===== config.mk =====
export PLATFORM = sky130hd
export DESIGN_NAME = sd_spi_command_engine_top
export DESIGN_NICKNAME = d
export VERILOG_FILES = /design/src/rtl/sdsce_pkg.sv /design/src/rtl/sdsce_ctrl.sv /design/src/rtl/sdsce_emit.sv /design/src/rtl/sd_spi_command_engine_top.sv
export SDC_FILE = /design/constraint.sdc
export NUM_CORES = 1
export LEC_CHECK = 0
export BUFFER_PORTS_ARGS = -buffer_cell sky130_fd_sc_hd__buf_2
export CORE_UTILIZATION = 57
export DETAILED_ROUTE_END_ITERATION = 12
export PLACE_DENSITY = 0.81
export SYNTH_ARGS = -nofsm -noshare
export SYNTH_HDL_FRONTEND = slang
export SYNTH_SLANG_ARGS = --single-unit

===== constraint.sdc =====
create_clock -name i_clk -period 3.9 [get_ports i_clk]
set_input_delay 0.195 -clock i_clk [delete_from_list [all_inputs] [get_ports i_clk]]
set_output_delay 0.195 -clock i_clk [all_outputs]
set_load 0.02 [all_outputs]

===== src/rtl/sdsce_pkg.sv =====
`default_nettype none
// ----------------------------------------------------------------------------
// sdsce_pkg
// Shared types, constants and functions for the SD SPI command engine.
// ----------------------------------------------------------------------------
package sdsce_pkg;

    localparam logic [7:0]  BYTE_IDLE      = 8'hFF;
    localparam logic [7:0]  CRC_POLY_SHL   = 8'h12;
    localparam logic [1:0]  FRAME_START    = 2'b01;
    localparam logic [15:0] POLL_LIMIT_RST = 16'd100;
    localparam logic [2:0]  IGNORE_INIT    = 3'd7;

    localparam logic        CMD_START      = 1'b0;
    localparam logic        CMD_XCHG       = 1'b1;

    localparam logic [1:0]  FMT_R1         = 2'd0;
    localparam logic [1:0]  FMT_R1B        = 2'd1;
    localparam logic [1:0]  FMT_R2         = 2'd2;
    localparam logic [1:0]  FMT_R3         = 2'd3;

    localparam logic        ST_OK          = 1'b0;
    localparam logic        ST_TIMEOUT     = 1'b1;

    localparam logic [2:0]  FRM_PRE_IDX    = 3'd0;
    localparam logic [2:0]  FRM_SEL_IDX    = 3'd1;
    localparam logic [2:0]  FRM_FIRST_IDX  = 3'd2;
    localparam logic [2:0]  FRM_LAST_IDX   = 3'd6;
    localparam logic [2:0]  FRM_CRC_IDX    = 3'd7;

    localparam logic [2:0]  FIN_SEL_IDX    = 3'd0;
    localparam logic [2:0]  FIN_DESEL_IDX  = 3'd1;
    localparam logic [2:0]  FIN_STAT_IDX   = 3'd2;

    typedef enum logic [2:0] {
        PH_IDLE,
        PH_SEND,
        PH_POLL,
        PH_RESP,
        PH_BUSY
    } t_phase;

    typedef enum logic [1:0] {
        TAIL_FRAME,
        TAIL_POLL,
        TAIL_FINISH
    } t_tail;

    typedef enum logic [1:0] {
        KIND_TX,
        KIND_RESP,
        KIND_DONE
    } t_kind;

    typedef struct packed {
        logic        valid;
        logic        has_resp;
        logic [7:0]  resp_byte;
        logic [2:0]  resp_pos;
        t_tail       tail;
        logic        status;
        logic [39:0] frame;
    } t_run;

    function automatic logic [2:0] resp_len(input logic [1:0] fmt);
        logic [2:0] len;
        case (fmt)
            FMT_R1:  len = 3'd1;
            FMT_R1B: len = 3'd1;
            FMT_R2:  len = 3'd2;
            FMT_R3:  len = 3'd5;
            default: len = 3'd1;
        endcase
        return len;
    endfunction

    function automatic logic [7:0] crc7_byte(input logic [7:0] crc, input logic [7:0] b);
        logic [7:0] c;
        c = crc ^ b;
        for (int j = 0; j < 8; j++) begin
            if (c[7]) begin
                c = {c[6:0], 1'b0} ^ CRC_POLY_SHL;
            end else begin
                c = {c[6:0], 1'b0};
            end
        end
        return c;
    endfunction

endpackage
`default_nettype wire


===== src/rtl/sdsce_ctrl.sv =====
`default_nettype none
// ----------------------------------------------------------------------------
// sdsce_ctrl
// Command phase tracking: decides the result run for each transaction.
// ----------------------------------------------------------------------------
module sdsce_ctrl
    import sdsce_pkg::*;
(
    input  wire logic        i_clk,
    input  wire logic        i_rst_n,
    input  wire logic        i_fire,
    input  wire logic        i_cmd,
    input  wire logic [5:0]  i_command_index,
    input  wire logic [31:0] i_argument,
    input  wire logic [1:0]  i_response_format,
    input  wire logic [7:0]  i_rx_byte,
    input  wire logic        i_cfg_wr_en,
    input  wire logic [15:0] i_cfg_wr_data,
    output t_run             o_run
);

    t_phase      r_phase, n_phase;
    logic [2:0]  r_ignore, n_ignore;
    logic [15:0] r_poll, n_poll;
    logic [2:0]  r_rem, n_rem;
    logic        r_busy_pend, n_busy_pend;
    logic [2:0]  r_ridx, n_ridx;
    logic [15:0] r_poll_limit;

    logic [15:0] w_poll_inc;
    logic        w_timeout;
    logic        w_hit;
    logic [2:0]  w_rem_dec;

    assign w_poll_inc = r_poll + 16'd1;
    assign w_timeout  = (w_poll_inc >= r_poll_limit);
    assign w_hit      = ~i_rx_byte[7];
    assign w_rem_dec  = (r_rem != 3'd0) ? (r_rem - 3'd1) : r_rem;

    always_ff @(posedge i_clk) begin
        if (!i_rst_n) begin
            r_phase      <= PH_IDLE;
            r_ignore     <= '0;
            r_poll       <= '0;
            r_rem        <= '0;
            r_busy_pend  <= 1'b0;
            r_ridx       <= '0;
            r_poll_limit <= POLL_LIMIT_RST;
        end else begin
            if (i_cfg_wr_en) begin
                r_poll_limit <= i_cfg_wr_data;
            end
            if (i_fire) begin
                r_phase     <= n_phase;
                r_ignore    <= n_ignore;
                r_poll      <= n_poll;
                r_rem       <= n_rem;
                r_busy_pend <= n_busy_pend;
                r_ridx      <= n_ridx;
            end
        end
    end

    // next phase
    always_comb begin
        n_phase = r_phase;
        if (i_cmd == CMD_START) begin
            n_phase = PH_SEND;
        end else begin
            unique case (r_phase)
                PH_SEND: begin
                    if (r_ignore == 3'd0) n_phase = PH_POLL;
                end
                PH_POLL: begin
                    if (w_timeout) begin
                        n_phase = PH_IDLE;
                    end else if (w_hit) begin
                        if (r_rem > 3'd1)    n_phase = PH_RESP;
                        else if (r_busy_pend) n_phase = PH_BUSY;
                        else                  n_phase = PH_IDLE;
                    end
                end
                PH_RESP: begin
                    if (w_rem_dec != 3'd0) n_phase = PH_RESP;
                    else if (r_busy_pend)  n_phase = PH_BUSY;
                    else                   n_phase = PH_IDLE;
                end
                PH_BUSY: begin
                    if (i_rx_byte != 8'd0) n_phase = PH_IDLE;
                end
                default: n_phase = PH_IDLE;
            endcase
        end
    end

    // counters and result run
    always_comb begin
        n_ignore    = r_ignore;
        n_poll      = r_poll;
        n_rem       = r_rem;
        n_busy_pend = r_busy_pend;
        n_ridx      = r_ridx;
        o_run           = '0;
        o_run.tail      = TAIL_POLL;
        o_run.status    = ST_OK;
        o_run.frame     = {FRAME_START, i_command_index, i_argument};
        o_run.resp_byte = i_rx_byte;
        if (i_cmd == CMD_START) begin
            o_run.valid = 1'b1;
            o_run.tail  = TAIL_FRAME;
            n_ignore    = IGNORE_INIT;
            n_poll      = '0;
            n_rem       = resp_len(i_response_format);
            n_busy_pend = (i_response_format == FMT_R1B);
            n_ridx      = '0;
        end else begin
            unique case (r_phase)
                PH_SEND: begin
                    if (r_ignore != 3'd0) begin
                        n_ignore = r_ignore - 3'd1;
                    end else begin
                        o_run.valid = 1'b1;
                        n_poll      = '0;
                    end
                end
                PH_POLL: begin
                    n_poll      = w_poll_inc;
                    o_run.valid = 1'b1;
                    if (w_timeout) begin
                        o_run.tail   = TAIL_FINISH;
                        o_run.status = ST_TIMEOUT;
                    end else if (w_hit) begin
                        o_run.has_resp = 1'b1;
                        n_ridx         = 3'd1;
                        if (r_rem > 3'd1) begin
                            n_rem = r_rem - 3'd1;
                        end else begin
                            n_rem = '0;
                            if (!r_busy_pend) o_run.tail = TAIL_FINISH;
                        end
                    end
                end
                PH_RESP: begin
                    o_run.valid    = 1'b1;
                    o_run.has_resp = 1'b1;
                    o_run.resp_pos = r_ridx;
                    n_ridx         = r_ridx + 3'd1;
                    n_rem          = w_rem_dec;
                    if (w_rem_dec == 3'd0 && !r_busy_pend) o_run.tail = TAIL_FINISH;
                end
                PH_BUSY: begin
                    o_run.valid = 1'b1;
                    if (i_rx_byte != 8'd0) o_run.tail = TAIL_FINISH;
                end
                default: begin
                end
            endcase
        end
    end

    a_start_loads: assert property (@(posedge i_clk) disable iff (!i_rst_n)
        (i_fire && i_cmd == CMD_START) |=> (r_phase == PH_SEND && r_ignore == IGNORE_INIT))
        else $error("start did not load send phase");

    a_send_to_poll: assert property (@(posedge i_clk) disable iff (!i_rst_n)
        (i_fire && i_cmd == CMD_XCHG && r_phase == PH_SEND && r_ignore == 3'd0)
        |=> (r_phase == PH_POLL && r_poll == 16'd0))
        else $error("send phase did not hand over to polling");

    a_idle_silent: assert property (@(posedge i_clk) disable iff (!i_rst_n)
        (i_cmd == CMD_XCHG && r_phase == PH_IDLE) |-> !o_run.valid)
        else $error("exchange while idle produced a result");

endmodule
`default_nettype wire


===== src/rtl/sdsce_emit.sv =====
`default_nettype none
// ----------------------------------------------------------------------------
// sdsce_emit
// Result run register and serialiser: one result per output transaction.
// ----------------------------------------------------------------------------
module sdsce_emit
    import sdsce_pkg::*;
(
    input  wire logic        i_clk,
    input  wire logic        i_rst_n,
    input  wire logic        i_load,
    input  wire t_run        i_run,
    output logic             o_ready,
    output logic             o_tvalid,
    input  wire logic        i_tready,
    output logic [1:0]       o_kind,
    output logic [7:0]       o_tx_byte,
    output logic             o_chip_select,
    output logic [7:0]       o_resp_byte,
    output logic [2:0]       o_resp_pos,
    output logic             o_status,
    output logic             o_last
);

    logic        r_busy;
    logic        r_has_resp;
    logic [7:0]  r_resp_byte;
    logic [2:0]  r_resp_pos;
    t_tail       r_tail;
    logic        r_status;
    logic [39:0] r_frame;
    logic [7:0]  r_crc;
    logic [2:0]  r_idx;

    logic w_fire;
    logic w_frame_byte;

    assign o_tvalid     = r_busy;
    assign w_fire       = r_busy && i_tready;
    assign o_ready      = !r_busy || (i_tready && o_last);
    assign w_frame_byte = !r_has_resp && r_tail == TAIL_FRAME &&
                          r_idx >= FRM_FIRST_IDX && r_idx <= FRM_LAST_IDX;

    always_ff @(posedge i_clk) begin
        if (!i_rst_n) begin
            r_busy <= 1'b0;
        end else if (i_load && i_run.valid) begin
            r_busy <= 1'b1;
        end else if (w_fire && o_last) begin
            r_busy <= 1'b0;
        end
    end

    always_ff @(posedge i_clk) begin
        if (i_load && i_run.valid) begin
            r_has_resp  <= i_run.has_resp;
            r_resp_byte <= i_run.resp_byte;
            r_resp_pos  <= i_run.resp_pos;
            r_tail      <= i_run.tail;
            r_status    <= i_run.status;
            r_frame     <= i_run.frame;
            r_crc       <= '0;
            r_idx       <= '0;
        end else if (w_fire) begin
            if (r_has_resp) begin
                r_has_resp <= 1'b0;
            end else begin
                r_idx <= r_idx + 3'd1;
                if (w_frame_byte) begin
                    r_frame <= {r_frame[31:0], 8'd0};
                    r_crc   <= crc7_byte(r_crc, r_frame[39:32]);
                end
            end
        end
    end

    always_comb begin
        o_kind        = KIND_TX;
        o_tx_byte     = '0;
        o_chip_select = 1'b0;
        o_resp_byte   = '0;
        o_resp_pos    = '0;
        o_status      = ST_OK;
        o_last        = 1'b0;
        if (r_has_resp) begin
            o_kind      = KIND_RESP;
            o_resp_byte = r_resp_byte;
            o_resp_pos  = r_resp_pos;
        end else begin
            case (r_tail)
                TAIL_FRAME: begin
                    o_chip_select = (r_idx != FRM_PRE_IDX);
                    if (r_idx == FRM_PRE_IDX || r_idx == FRM_SEL_IDX) begin
                        o_tx_byte = BYTE_IDLE;
                    end else if (r_idx == FRM_CRC_IDX) begin
                        o_tx_byte = r_crc | 8'h01;
                        o_last    = 1'b1;
                    end else begin
                        o_tx_byte = r_frame[39:32];
                    end
                end
                TAIL_POLL: begin
                    o_tx_byte     = BYTE_IDLE;
                    o_chip_select = 1'b1;
                    o_last        = 1'b1;
                end
                TAIL_FINISH: begin
                    if (r_idx == FIN_SEL_IDX) begin
                        o_tx_byte     = BYTE_IDLE;
                        o_chip_select = 1'b1;
                    end else if (r_idx == FIN_DESEL_IDX) begin
                        o_tx_byte = BYTE_IDLE;
                    end else begin
                        o_kind   = KIND_DONE;
                        o_status = r_status;
                        o_last   = 1'b1;
                    end
                end
                default: begin
                    o_last = 1'b1;
                end
            endcase
        end
    end

    a_load_shows: assert property (@(posedge i_clk) disable iff (!i_rst_n)
        (i_load && i_run.valid) |=> o_tvalid)
        else $error("loaded run not presented");

    a_last_drains: assert property (@(posedge i_clk) disable iff (!i_rst_n)
        (w_fire && o_last && !(i_load && i_run.valid)) |=> !o_tvalid)
        else $error("run continued past its last result");

    a_no_load_busy: assert property (@(posedge i_clk) disable iff (!i_rst_n)
        (i_load && r_busy) |-> (i_tready && o_last))
        else $error("run overwritten before it drained");

endmodule
`default_nettype wire


===== src/rtl/sd_spi_command_engine_top.sv =====
// The first result of a transaction is registered and appears in the cycle after acceptance.
// Throughput: a transaction that yields N results holds the output until all N are taken (one
// result per cycle while the output is ready, at most eight); the next input transaction is taken
// in the cycle the last result is taken, so single-result items flow one per cycle when not stalled.
// Reset: synchronous, active low; returns to idle with poll limit 100.
`default_nettype none
// ----------------------------------------------------------------------------
// sd_spi_command_engine_top
// SD card SPI-mode command engine with CRC7 framing and response collection.
// ----------------------------------------------------------------------------
module sd_spi_command_engine_top
    import sdsce_pkg::*;
(
    input  wire logic        i_clk,
    input  wire logic        i_rst_n,
    input  wire logic        i_s_axis_tvalid,
    output logic             o_s_axis_tready,
    input  wire logic [47:0] i_s_axis_tdata,  // command_index, argument, response_format, rx_byte
    input  wire logic        i_s_axis_tuser,  // cmd
    output logic             o_m_axis_tvalid,
    input  wire logic        i_m_axis_tready,
    output logic [23:0]      o_m_axis_tdata,  // tx_byte, chip_select, resp_byte, resp_position, status
    output logic [1:0]       o_m_axis_tuser,  // kind
    output logic             o_m_axis_tlast,
    input  wire logic        i_cfg_wr_en,
    input  wire logic [15:0] i_cfg_wr_data
);

    t_run       w_run;
    logic       w_fire;
    logic [7:0] w_tx_byte;
    logic       w_cs;
    logic [7:0] w_resp_byte;
    logic [2:0] w_resp_pos;
    logic       w_status;

    assign w_fire = i_s_axis_tvalid && o_s_axis_tready;

    sdsce_ctrl u_ctrl (
        .i_clk             (i_clk),
        .i_rst_n           (i_rst_n),
        .i_fire            (w_fire),
        .i_cmd             (i_s_axis_tuser),
        .i_command_index   (i_s_axis_tdata[5:0]),
        .i_argument        (i_s_axis_tdata[37:6]),
        .i_response_format (i_s_axis_tdata[39:38]),
        .i_rx_byte         (i_s_axis_tdata[47:40]),
        .i_cfg_wr_en       (i_cfg_wr_en),
        .i_cfg_wr_data     (i_cfg_wr_data),
        .o_run             (w_run)
    );

    sdsce_emit u_emit (
        .i_clk         (i_clk),
        .i_rst_n       (i_rst_n),
        .i_load        (w_fire),
        .i_run         (w_run),
        .o_ready       (o_s_axis_tready),
        .o_tvalid      (o_m_axis_tvalid),
        .i_tready      (i_m_axis_tready),
        .o_kind        (o_m_axis_tuser),
        .o_tx_byte     (w_tx_byte),
        .o_chip_select (w_cs),
        .o_resp_byte   (w_resp_byte),
        .o_resp_pos    (w_resp_pos),
        .o_status      (w_status),
        .o_last        (o_m_axis_tlast)
    );

    assign o_m_axis_tdata = {3'd0, w_status, w_resp_pos, w_resp_byte, w_cs, w_tx_byte};

endmodule
`default_nettype wire

==> qor.yml <==
routing:
  via_per_inst: 5.74
  vias: 4851
  dr.pass1.iters: 5
  postRouteAntennaNets: 0
  wl_per_cell_um: 15.6
  routed_wl_um: 13200
  drc_errors: 0
  drt_iter0_markers: 335
clock_network:
  cts_tree: "done"
  clockBufferDepth: 2
  clock_sinks: 111
  clkTransAtPathRegs_ns: 0.10
  clock_latency_ns: 0.39
  cts_buffers: 9
  cts_root_buf: "clkbuf_8"
  h-tree-depth: 3
floorplanning:
  die_area_mm2: 0.0112
  start_util_pct: 59.1
  die_width_um: 106
  io-pin-count: 99
  fp-row-count: 37
  core_region_area_mm2: 0.0104
  fp.dieH_um: 106
power_and_ir_drop:
  p_int_mw: 1.74
  clkPwrFrac_pct: 26.7
  pwr-share-comb_pct: 18.7
  max-vdd-ir-drop_mv: 0.224
  p_leak_nw: 2.93
  p_switching_mw: 0.728
  p_sw_share_pct: 29.5
  powerDensity_mw_per_mm2: 353
  seqPwrFrac_pct: 54.6
finish:
  final_net_count: 802
  final_area_mm2: 0.00699
  drive_above_1_share_pct: 23.6
  post-route-util_pct: 67.4
  syn_to_final_growth_pct: 14.0
  insertedDiodeCount: 0
setup_path:
  start_kind: "flip-flop"
  critPathMaxFanout: 5
  cp.arrival_ns: 3.95
  critPathRequiredTime_ns: 4.19
  crit_type: "reg2reg"
  worst_setup_path_end_kind: "flip-flop"
run_status:
  outcome: "complete, no violations"
sta:
  clock_skew_ns: 0.0152
  max_slew_margin_pct: 50.1
  post-route-min-period_ns: 3.66
  finalSetupTns_ns: 0
  final_hold_viol_count: 0
  final-max-slew-violation-count: 0
  max_freq_mhz: 273
  setup_violations: 0
  rsz0062_at_grt: "no"
  finalCritPeriodShare_pct: 93.8
  tightest_slew_ns: 0.742
  setup_ws_ns: 0.240
logic_synthesis:
  yosysUniqueCellTypes: 62
  yosys_warnings: 0
  ys_ff_latch: 111
  synthCells: 611
  synth_enable_flop_cells: 53
  avgSynthCellArea_um2: 10.0
  async_reset_ff_share_pct: 0
  synth_ff_type: "dfxtp_1"
  syn_area_mm2: 0.00613
  synth-seq-area-share_pct: 44.9
global_route:
  antenna_found_initial: 0
  grt_max_degree: 47
  grt_pass1_vias: 4885
  grt-ovfl-total: 0
  grt_pass1_wl_um: 22000
  grt.total_usage_pct: 24.7
run:
  max-cap-violations: 0
placement:
  post-place-ws_ns: 0.230
  place_area_mm2: 0.00671
  place_hpwl_um: 9390
  place_congestion: 0.918
  port_buffers: 95
worst_hold_path:
  hold_path.class: "in2reg"
## repair_timing
action	CTS	global route
hold buffers	7	0
hold endpoints to repair	7	0
setup buffers	0	1
gates resized for setup	0	5
setup endpoints to repair	0	12
## metal layers
layer  part of all wire (%)  GRT usage, %  vias to the layer above
li1                       -             -                     2370
met1                     42          29.1                     2299
met2                     52          43.9                      159
met3                    4.8          5.32                       23
met4                    1.9          9.03                        0
met5                      0             0                        -
## flip-flops by register name (all words and copies together) (netlist names)
signal,cells
u_ctrl.r_poll,16
u_emit.r_has_resp,1
u_emit.r_crc,7
u_emit.r_resp_pos,3
u_ctrl.r_ridx,3
u_ctrl.r_ignore,3
u_ctrl.r_poll_limit,16
u_emit.o_tvalid,1
u_emit.r_resp_byte,8
u_ctrl.r_phase,3
u_emit.r_tail,2
u_ctrl.r_rem,3
u_emit.r_idx,3
u_emit.r_frame,40
u_emit.r_status,1
u_ctrl.r_busy_pend,1
## power groups by stage
stage | Combinational [mW] | Sequential (mW) | Clock (mW)
2_1_floorplan | 0.333 | 1.36 | 0
3_3_place_gp | 0.430 | 1.37 | 0
3_5_place_dp | 0.448 | 1.37 | 0
4_1_cts | 0.457 | 1.35 | 0.669
5_1_grt | 0.505 | 1.36 | 0.721
6_report | 0.460 | 1.35 | 0.659
## synth_stat cells, drive strengths merged, types with 5 or more instances
cell type,n,area share [%]
nand2,39,2.4
dfxtp,58,19
clkbuf,18,1.1
nand2b,5,0.76
a21oi,30,2.6
edfxtp,53,26
xnor2,21,3.0
o21ai,16,1.3
nor2,65,4.0
nor2b,6,0.61
nand4,10,1.0
inv,29,1.8
mux2i,33,5.4
a31oi,6,0.61
mux2,30,5.5
o211ai,5,0.61
o211a,5,0.82
o21a,5,0.61
buf,13,1.3
ha,28,5.7
and2,26,2.7
xor2,11,1.6
or3,6,0.71
and3,10,1.0
nand3,10,0.82
nor3,17,1.4
a22oi,6,0.74
a311oi,6,0.86
## layout make-up
cell class | count | area [um2]
Fill cell | 776 | 3380
Timing Repair Buffer | 111 | 613
Inverter | 30 | 113
Multi-Input combinational cell | 441 | 3160
Tap cell | 136 | 170
Sequential cell | 111 | 2750
Clock buffer | 9 | 124
Clock inverter | 7 | 56.3
## critical path, cell delays in order (launching register included)
cell     delay, ns
dfxtp_1       0.42
ha_1          0.26
nand3_1       0.25
nor2_4        0.21
nand4_1       0.20
nor2_2        0.24
xor2_1        0.17
ha_1          0.26
nand4_1       0.11
o21ba_2       0.17
nand3_1       0.17
or3_4         0.39
or4_1         0.53
a21o_1        0.19
## stage by stage
stage	std cells	hold WS (ns)	power (mW)
final	845	0.0370	2.47
after global routing	845	0.0104	2.58
after CTS	844	0.0189	2.47
after detailed placement	821	0.392	1.82
after global placement	821	0.391	1.80
after floorplan	613	0.294	1.69
## cells by family (layout without fill, tap and decap cells)
group	Yosys count	after routing	synth area share (%)
compound gates	103	103	11.7
buf+inv	61	157	4.29
flops	111	111	44.9
mux	63	63	10.9
xor+xnor	32	32	4.57
other cells	1	3	0.0612
simple gates	212	212	17.8
fa+ha+maj	28	28	5.72
## worst paths after layout
check                                         from                     end  slack, ns  cells past startpoint
worst min register to register  u_ctrl.r_ignore[0]      u_ctrl.r_ignore[0]       0.47                      1
worst min-delay path              i_cfg_wr_data[6]  u_ctrl.r_poll_limit[6]       0.04                      3
worst max-delay path              u_ctrl.r_poll[0]         u_ctrl.r_rem[2]       0.24                     13
worst max register to register    u_ctrl.r_poll[0]         u_ctrl.r_rem[2]       0.24                     13
## cell usage in the layout (no fill, tap or decap), drive strengths merged, types with 5 or more instances in the layout
master / instances
a21oi: 30
a22oi: 6
a311oi: 6
a31oi: 6
and2: 26
and3: 10
buf: 104
clkbuf: 9
clkinv: 6
dfxtp: 58
dlygate4sd3: 7
edfxtp: 53
ha: 28
inv: 31
mux2: 30
mux2i: 33
nand2: 39
nand2b: 5
nand3: 10
nand4: 10
nor2: 65
nor2b: 6
nor3: 17
o211a: 5
o211ai: 5
o21a: 5
o21ai: 16
or3: 6
xnor2: 21
xor2: 11
No activity file was read; power rests on OpenSTA's default activity.
